File: src/hw/rtl/asma_pkg.sv
// Package for the ADC scan moving average block: sizes, register codes,
// divider request/response types. No dependencies.
`timescale 1ns / 1ps
package asma_pkg;
	localparam int CHANNELS = 4;
	localparam int WINDOW   = 8;
	localparam int CH_W     = $clog2(CHANNELS);
	localparam int WP_W     = (WINDOW > 1) ? $clog2(WINDOW) : 1;
	localparam int FILL_W   = $clog2(WINDOW + 1);
	localparam int SUM_W    = 12 + FILL_W;
	localparam int WIN_DEPTH = CHANNELS * WINDOW;
	localparam int WIN_AW   = $clog2(WIN_DEPTH);
	localparam int DIV_NW   = 36;
	localparam int DIV_DW   = 24;
	localparam int DIV_CW   = $clog2(DIV_NW + 1);

	localparam logic [1:0] REG_TIMEOUT = 2'd0;
	localparam logic [1:0] REG_VCAL    = 2'd1;
	localparam logic [1:0] REG_VCH     = 2'd2;

	localparam logic [11:0] MV_SCALE = 12'd3000;
	localparam logic [11:0] FULL_CODE = 12'd4095;
	localparam logic [15:0] MV_LIMIT = 16'hFFFF;

	typedef struct packed {
		logic              start;
		logic [DIV_NW-1:0] num;
		logic [DIV_DW-1:0] den;
	} div_req_t;

	typedef struct packed {
		logic              done;
		logic [DIV_NW-1:0] quot;
	} div_rsp_t;
endpackage

File: src/hw/rtl/asma_ram.sv
// Generic single-write, single-read synchronous RAM with registered read.
// No dependencies.
`timescale 1ns / 1ps
module asma_ram #(
	parameter int WIDTH = 12,
	parameter int DEPTH = 32
) (
	input  logic                     clk,
	input  logic                     we,
	input  logic [$clog2(DEPTH)-1:0] waddr,
	input  logic [WIDTH-1:0]         wdata,
	input  logic [$clog2(DEPTH)-1:0] raddr,
	output logic [WIDTH-1:0]         rdata
);
	logic [WIDTH-1:0] mem [DEPTH];

	always_ff @(posedge clk) begin
		if (we) begin
			mem[waddr] <= wdata;
		end
		rdata <= mem[raddr];
	end
endmodule

File: src/hw/rtl/asma_div.sv
// Restoring unsigned divider, one quotient bit per cycle.
// Depends on asma_pkg.
`timescale 1ns / 1ps
module asma_div (
	input  logic                clk,
	input  logic                arst_n,
	input  asma_pkg::div_req_t  req,
	output asma_pkg::div_rsp_t  rsp
);
	import asma_pkg::*;

	logic [DIV_DW-1:0] rem_q;
	logic [DIV_NW-1:0] quo_q;
	logic [DIV_DW-1:0] den_q;
	logic [DIV_CW-1:0] cnt_q;
	logic              done_q;
	logic [DIV_DW:0]   shifted;
	logic              fits;

	assign shifted = {rem_q, quo_q[DIV_NW-1]};
	assign fits    = shifted >= {1'b0, den_q};

	always_ff @(posedge clk or negedge arst_n) begin
		if (!arst_n) begin
			cnt_q  <= '0;
			done_q <= 1'b0;
		end else begin
			done_q <= 1'b0;
			if (req.start) begin
				cnt_q <= DIV_CW'(DIV_NW);
			end else if (cnt_q != '0) begin
				cnt_q <= cnt_q - 1'b1;
				if (cnt_q == DIV_CW'(1)) begin
					done_q <= 1'b1;
				end
			end
		end
	end

	always_ff @(posedge clk) begin
		if (req.start) begin
			rem_q <= '0;
			quo_q <= req.num;
			den_q <= req.den;
		end else if (cnt_q != '0) begin
			rem_q <= fits ? DIV_DW'(shifted - {1'b0, den_q}) : DIV_DW'(shifted);
			quo_q <= {quo_q[DIV_NW-2:0], fits};
		end
	end

	assign rsp.done = done_q;
	assign rsp.quot = quo_q;
endmodule

File: src/hw/rtl/adc_scan_moving_average_mv_top.sv
// Samples and quiet ticks are taken in IDLE; a quiet tick that reaches the timeout
// emits a restart word. A scan tick runs per channel a window update (RAM read,
// write, divide), then per channel two millivolt conversions (2 multiply stages +
// divide each) and an output word; all divides use the shared bit-serial divider.
// arst_n clears all state; the window RAM is not cleared (fill count covers it).
`timescale 1ns / 1ps
module adc_scan_moving_average_mv_top (
	input  logic        clk,
	input  logic        arst_n,
	input  logic        s_tvalid,
	output logic        s_tready,
	input  logic [15:0] s_tdata,   // channel[1:0], sample[13:2], scan_done[14]
	input  logic        s_tuser,   // mode
	output logic        m_tvalid,
	input  logic        m_tready,
	output logic [63:0] m_tdata,   // out_channel[1:0], raw_value[13:2],
	                               // filtered_value[25:14], raw_mv[41:26],
	                               // filtered_mv[57:42]
	output logic        m_tlast,   // last
	output logic        m_tuser,   // restarted
	input  logic        cfg_valid,
	output logic        cfg_ready,
	input  logic [1:0]  cfg_index,
	input  logic [11:0] cfg_data
);
	import asma_pkg::*;

	typedef enum logic [3:0] {
		IDLE, RD, UPD, FDIV, MUL1, MUL2, MVST, MVDIV, EMIT
	} state_t;

	state_t state_q;

	logic [7:0]  timeout_q;
	logic [11:0] vcal_q;
	logic [1:0]  vch_q;

	logic [11:0]      scan_q [CHANNELS];
	logic [11:0]      latest_q [CHANNELS];
	logic [11:0]      filt_q [CHANNELS];
	logic [SUM_W-1:0] sum_q [CHANNELS];
	logic [FILL_W-1:0] fill_q;
	logic [WP_W-1:0]  wp_q;
	logic [7:0]       idle_q;
	logic             restart_q;
	logic [CH_W-1:0]  ch_q;
	logic             sel_q;
	logic [15:0]      raw_mv_q;

	logic [23:0] p1_s1;
	logic [23:0] den_s1;
	logic        refz_s1;
	logic [35:0] num_s2;

	logic        m_tvalid_q;
	logic [63:0] m_tdata_q;
	logic        m_tlast_q;
	logic        m_tuser_q;

	div_req_t div_req;
	div_rsp_t div_rsp;

	logic [WIN_AW-1:0] win_addr;
	logic [11:0]       win_rdata;
	logic              win_we;

	logic              in_acc;
	logic              full;
	logic [FILL_W-1:0] cnt_new;
	logic [11:0]       evicted;
	logic [SUM_W-1:0]  sum_new;
	logic [7:0]        idle_new;
	logic              restart_new;
	logic              vch_ok;
	logic [11:0]       mv_val;
	logic [11:0]       mv_ref;
	logic [15:0]       mv_res;
	logic              last_ch;

	assign in_acc    = s_tvalid && s_tready;
	assign s_tready  = (state_q == IDLE);
	assign cfg_ready = 1'b1;
	assign m_tvalid  = m_tvalid_q;
	assign m_tdata   = m_tdata_q;
	assign m_tlast   = m_tlast_q;
	assign m_tuser   = m_tuser_q;

	assign full    = (fill_q == FILL_W'(WINDOW));
	assign cnt_new = full ? fill_q : fill_q + 1'b1;
	assign evicted = full ? win_rdata : 12'd0;
	assign sum_new = SUM_W'(sum_q[ch_q] - {{(SUM_W-12){1'b0}}, evicted}
		+ {{(SUM_W-12){1'b0}}, scan_q[ch_q]});
	assign win_addr = WIN_AW'(int'(ch_q) * WINDOW + int'(wp_q));
	assign win_we   = (state_q == UPD);
	assign last_ch  = (ch_q == CH_W'(CHANNELS - 1));

	assign idle_new    = (s_tdata[14] ? 8'd0 : idle_q) + 8'd1;
	assign restart_new = (idle_new >= timeout_q);

	assign vch_ok = (int'(vch_q) < CHANNELS);
	assign mv_val = sel_q ? filt_q[ch_q] : latest_q[ch_q];
	assign mv_ref = !vch_ok ? 12'd0 : (sel_q ? filt_q[CH_W'(vch_q)] : latest_q[CH_W'(vch_q)]);
	assign mv_res = (refz_s1 || (div_rsp.quot > DIV_NW'(MV_LIMIT))) ? MV_LIMIT
		: div_rsp.quot[15:0];

	always_comb begin
		div_req.start = 1'b0;
		div_req.num   = num_s2;
		div_req.den   = den_s1;
		if (state_q == UPD) begin
			div_req.start = 1'b1;
			div_req.num   = DIV_NW'(sum_new);
			div_req.den   = DIV_DW'(cnt_new);
		end else if (state_q == MVST) begin
			div_req.start = 1'b1;
		end
	end

	asma_ram #(.WIDTH(12), .DEPTH(WIN_DEPTH)) u_win (
		.clk   (clk),
		.we    (win_we),
		.waddr (win_addr),
		.wdata (scan_q[ch_q]),
		.raddr (win_addr),
		.rdata (win_rdata)
	);

	asma_div u_div (
		.clk    (clk),
		.arst_n (arst_n),
		.req    (div_req),
		.rsp    (div_rsp)
	);

	always_ff @(posedge clk) begin
		p1_s1   <= mv_val * vcal_q;
		den_s1  <= mv_ref * FULL_CODE;
		refz_s1 <= (mv_ref == 12'd0);
		num_s2  <= p1_s1 * MV_SCALE;
	end

	always_ff @(posedge clk or negedge arst_n) begin
		if (!arst_n) begin
			state_q    <= IDLE;
			timeout_q  <= 8'd50;
			vcal_q     <= 12'd1638;
			vch_q      <= 2'd0;
			for (int i = 0; i < CHANNELS; i++) begin
				scan_q[i]   <= '0;
				latest_q[i] <= '0;
				filt_q[i]   <= '0;
				sum_q[i]    <= '0;
			end
			fill_q     <= '0;
			wp_q       <= '0;
			idle_q     <= '0;
			restart_q  <= 1'b0;
			ch_q       <= '0;
			sel_q      <= 1'b0;
			raw_mv_q   <= '0;
			m_tvalid_q <= 1'b0;
			m_tdata_q  <= '0;
			m_tlast_q  <= 1'b0;
			m_tuser_q  <= 1'b0;
		end else begin
			if (cfg_valid) begin
				unique case (cfg_index)
					REG_TIMEOUT: timeout_q <= cfg_data[7:0];
					REG_VCAL:    vcal_q    <= cfg_data;
					REG_VCH:     vch_q     <= cfg_data[1:0];
					default: ;
				endcase
			end
			unique case (state_q)
				IDLE: begin
					if (in_acc) begin
						if (!s_tuser) begin
							if (int'(s_tdata[1:0]) < CHANNELS) begin
								scan_q[CH_W'(s_tdata[1:0])] <= s_tdata[13:2];
							end
						end else begin
							idle_q    <= idle_new;
							restart_q <= restart_new;
							ch_q      <= '0;
							sel_q     <= 1'b0;
							if (s_tdata[14]) begin
								state_q <= RD;
							end else if (restart_new) begin
								m_tvalid_q <= 1'b1;
								m_tdata_q  <= '0;
								m_tlast_q  <= 1'b1;
								m_tuser_q  <= 1'b1;
								state_q    <= EMIT;
							end
						end
					end
				end
				RD: state_q <= UPD;
				UPD: begin
					latest_q[ch_q] <= scan_q[ch_q];
					sum_q[ch_q]    <= sum_new;
					state_q        <= FDIV;
				end
				FDIV: begin
					if (div_rsp.done) begin
						filt_q[ch_q] <= div_rsp.quot[11:0];
						if (last_ch) begin
							fill_q  <= cnt_new;
							wp_q    <= (int'(wp_q) == WINDOW - 1) ? '0 : wp_q + 1'b1;
							ch_q    <= '0;
							state_q <= MUL1;
						end else begin
							ch_q    <= ch_q + 1'b1;
							state_q <= RD;
						end
					end
				end
				MUL1: state_q <= MUL2;
				MUL2: state_q <= MVST;
				MVST: state_q <= MVDIV;
				MVDIV: begin
					if (div_rsp.done) begin
						if (!sel_q) begin
							raw_mv_q <= mv_res;
							sel_q    <= 1'b1;
							state_q  <= MUL1;
						end else begin
							m_tvalid_q <= 1'b1;
							m_tdata_q  <= {6'd0, mv_res, raw_mv_q, filt_q[ch_q],
								latest_q[ch_q], 2'(ch_q)};
							m_tlast_q  <= last_ch;
							m_tuser_q  <= restart_q;
							state_q    <= EMIT;
						end
					end
				end
				EMIT: begin
					if (m_tready) begin
						m_tvalid_q <= 1'b0;
						if (m_tlast_q) begin
							if (restart_q) begin
								for (int i = 0; i < CHANNELS; i++) begin
									scan_q[i]   <= '0;
									latest_q[i] <= '0;
									filt_q[i]   <= '0;
									sum_q[i]    <= '0;
								end
								fill_q <= '0;
								wp_q   <= '0;
								idle_q <= '0;
							end
							state_q <= IDLE;
						end else begin
							ch_q    <= ch_q + 1'b1;
							sel_q   <= 1'b0;
							state_q <= MUL1;
						end
					end
				end
				default: state_q <= IDLE;
			endcase
		end
	end
endmodule

File: config.mk
export PLATFORM = sky130hd
export DESIGN_NAME = adc_scan_moving_average_mv_top
export DESIGN_NICKNAME = d
export VERILOG_FILES = /design/src/hw/rtl/asma_pkg.sv /design/src/hw/rtl/asma_ram.sv /design/src/hw/rtl/asma_div.sv /design/src/hw/rtl/adc_scan_moving_average_mv_top.sv
export SDC_FILE = /design/constraint.sdc
export NUM_CORES = 2
export LEC_CHECK = 0
export BUFFER_PORTS_ARGS = -buffer_cell sky130_fd_sc_hd__buf_2
export CAP_MARGIN = 20
export CORE_UTILIZATION = 60
export CTS_CLUSTER_DIAMETER = 200
export DETAILED_ROUTE_END_ITERATION = 16
export GPL_TIMING_DRIVEN = 0
export HOLD_SLACK_MARGIN = 0.02
export PLACE_DENSITY = 0.88
export SYNTH_ARGS = -nofsm -noshare
export SYNTH_HDL_FRONTEND = slang
export SYNTH_HIERARCHICAL = 1
export SYNTH_SLANG_ARGS = --single-unit
File: constraint.sdc
create_clock -name clk -period 7.6 [get_ports clk]
set_input_delay 0.76 -clock clk [delete_from_list [all_inputs] [get_ports clk]]
set_output_delay 0.76 -clock clk [all_outputs]
set_load 0.02 [all_outputs]
==> results.toml <==
[drt]
drt-initial-drc-count = 4128
ant_nets = 0
route.met2.wl_um = 65810
m1WireLength_um = 49300
via_per_inst = 6.491
wl_met3_um = 15420
routed_wl_um = 140000
highest_layer = "met5"
dr_total_vias = 36340
routedWlPerCell_um = 25.00
drt_pass1_iterations = 6
drc = 0

[critical_path]
critPathLaunchType = "flop"
cp_slowest_cell = "fa_1"
path_class = "flop to flop"
reg2reg_from = "sel_q$_DFFE_PN0P_"
end_kind = "flop"
path_cells = "clkbuf_2 > clkdlybuf4s15_2 > mux2i_1 > inv_1 > fa_1 > inv_1 > fa_1 > inv_1 > fa_1 > fa_1 > inv_1 > fa_1 > inv_1 > ha_1 > clkbuf_1 > a2111oi_0 > o21a_1 > nor2_1 > a211oi_2 > a31oi_1 > a21o_1 > a21oi_1 > xnor2_1"
critical_path_arrival_ns = 7.98
r2r-end = "den_s1[21]$_DFF_P_"
rr_worst_depth = 23
cp-startpoint = "sel_q$_DFFE_PN0P_"
worstSetupPathDepth = 23
cp.required_ns = 8.20
cp_max_fo = 10
rrSetupSlack_ns = 0.22
endpoint = "den_s1[21]$_DFF_P_"
crit_family = "adder cells"
slowest_delay_ns = 0.65
path_buf_inv = 8

[placed_design]
portBuffers = 95
gp_congestion = 0.9536
place_hpwl_um = 95020

[logic_synthesis]
ys_types = 94
synth_area_leader_cell = "edfxtp_1"
yosys-top-cells-count = "inv_1, edfxtp_1, dfrtp_1"
syn_area_mm2 = 0.05132
synth_most_common_cell = "inv_1"
synth.area.top_cells = "edfxtp_1, dfrtp_1, fa_1"
yosysWarnings = 6
synth_sequential_area_ratio_pct = 47.04
synth_top_area_share_pct = 25.98
synth_edf_count = 444
synth-async-reset-ratio_pct = 37.49
avgSynthCellArea_um2 = 12.30
synth_ff_type = "edfxtp_1"
synth-seq-cells = 899
synthCells = 4171

[timing]
finalMaxSlewViolations = 0
max_slew_margin_pct = 26.16
clock_skew_ns = 0.05077
worst_hold_slack_ns = 0.3402
worst_pin_slew_ns = 1.108
layout_min_cycle_time_ns = 7.381
post-route-period-util_pct = 97.12
fmax_ghz = 0.1355
tns_ns = 0
finalSetupViolations = 0
rsz0062_at_grt = "false"
hold_viol = 0

[floorplanning]
die_w_um = 294.4
io_pins = 105
start_util_pct = 61.03
die-area_mm2 = 0.08670
rows = 106
core_mm2 = 0.08409
die_h_um = 294.4

[flow_run]
maxCapViolCount = 0

[clock_network]
clk_transition_reported_paths_ns = 0.07
cts_buffers = 91
clock_path_buffers = 3
ctsHtreeMaxLevel = 3
ctsRootBufferMaster = "clkbuf_16"
tritoncts = "built"
clock_sinks = 899
clk_latency_ns = 0.70

[min_path]
hold_class = "input port to flop"

[finish]
area_growth_pct = 10.61
drive_gt1_share_pct = 13.00
multi_input_area_mm2 = 0.02444
register_area_mm2 = 0.02415
layout.nets = 4984
fillers = 5459

[grt]
track_usage_pct = 32.58
grt_max_degree = 116
grt-ovfl-total = 0
grt_pass1_wl_um = 214300
antenna_found_initial = 3
grt_pass1_vias = 37040

[status]
status = "finished, final reports clean"
[per-layer routing]
metal / vias to the layer above / GRT usage (%)
met5: - / 0
met4: 2 / 19.70
met3: 582 / 7.978
met2: 2519 / 51.89
met1: 18030 / 40.35
li1: 15210 / -
[placed cells by master, fill, tap and decap left out, drive strengths merged, types with 24 or more instances in the layout]
cell	count
inv	450
nand3	59
clkinv	37
fa	291
buf	221
clkbuf	211
a31oi	28
xor2	43
nand2	303
mux2	63
a22oi	49
a21o	46
nor3	42
nor2b	43
dfxtp	118
xnor2	52
a22o	237
mux4	76
a21oi	151
edfxtp	444
nand2b	26
and2	88
mux2i	207
ha	273
nor2	167
and3	24
dfrtp	328
o21ai	120
[stage by stage]
stage / setup slack [ns] / utilization, % / cells / cell area, µm²
after floorplan: 0.7326 / - / 4176 / 51330
after global placement: -0.8067 / 63.30 / 5405 / 53230
after detailed placement: -0.9116 / 63.51 / 5413 / 53400
after CTS: 0.01756 / 67.34 / 5588 / 56620
after global routing: 0.002256 / 67.50 / 5597 / 56760
final: 0.2190 / 67.50 / 5599 / 56760
[area by class of cell]
class / count / area share (%)
Inverter: 446 / 2.952
Buffer: 195 / 2.010
Sequential cell: 899 / 42.54
Timing Repair Buffer: 121 / 1.378
Clock buffer: 118 / 4.424
Tap cell: 1134 / 2.500
Clock inverter: 54 / 1.124
Antenna cell: 2 / 0.008817
Multi-Input combinational cell: 2630 / 43.06
[logic make-up after synthesis]
family | Yosys count | share of synthesized area (%)
compound gates | 785 | 11.20
xor+xnor | 95 | 1.621
fa+ha+maj | 564 | 18.01
buf+inv | 647 | 5.445
flops | 899 | 47.04
mux | 346 | 8.756
other cells | 2 | 0.01463
simple gates | 833 | 7.917
[repair_timing]
item,4_1_cts,5_1_grt
hold endpoints to repair,56,0
pin swaps,0,1
hold buffers,1,0
endpoints found under the setup margin,16,5
gates cloned,0,0
resized for setup,22,12
setup buffers,2,4
[flip-flops by register name (all words and copies together) (netlist names), 2 cells and up]
name and cells:
vcal_q 12, u_win/mem 384, u_div/den_q 24, u_win/rdata 12
u_div/rem_q 24, timeout_q 8, p1_s1 24, num_s2 33
state_q 4, raw_mv_q 16, vch_q 2, sum_q 64
scan_q 48, fill_q 4, u_div/quo_q 36, ch_q 2
m_tdata 58, den_s1 24, filt_q 48, latest_q 48
wp_q 3, u_div/cnt_q 6, idle_q 8
[worst min path at each step]
stage	start	endpoint	cells after the start
finish	cfg_data[9]	vcal_q[9]$_DFFE_PN1P_	2
detailed placement	p1_s1[0]$_DFF_P_	num_s2[3]$_DFF_P_	0
global route	cfg_data[9]	vcal_q[9]$_DFFE_PN1P_	2
global placement	sum_q[36]$_DFFE_PN0P_	sum_q[36]$_DFFE_PN0P_	2
CTS	cfg_data[9]	vcal_q[9]$_DFFE_PN1P_	2
floorplan	p1_s1[0]$_DFF_P_	num_s2[3]$_DFF_P_	0
Power is left out: the tool's default activity adds up to more than one toggle a clock period on the data nets, which glitch-free logic cannot reach.
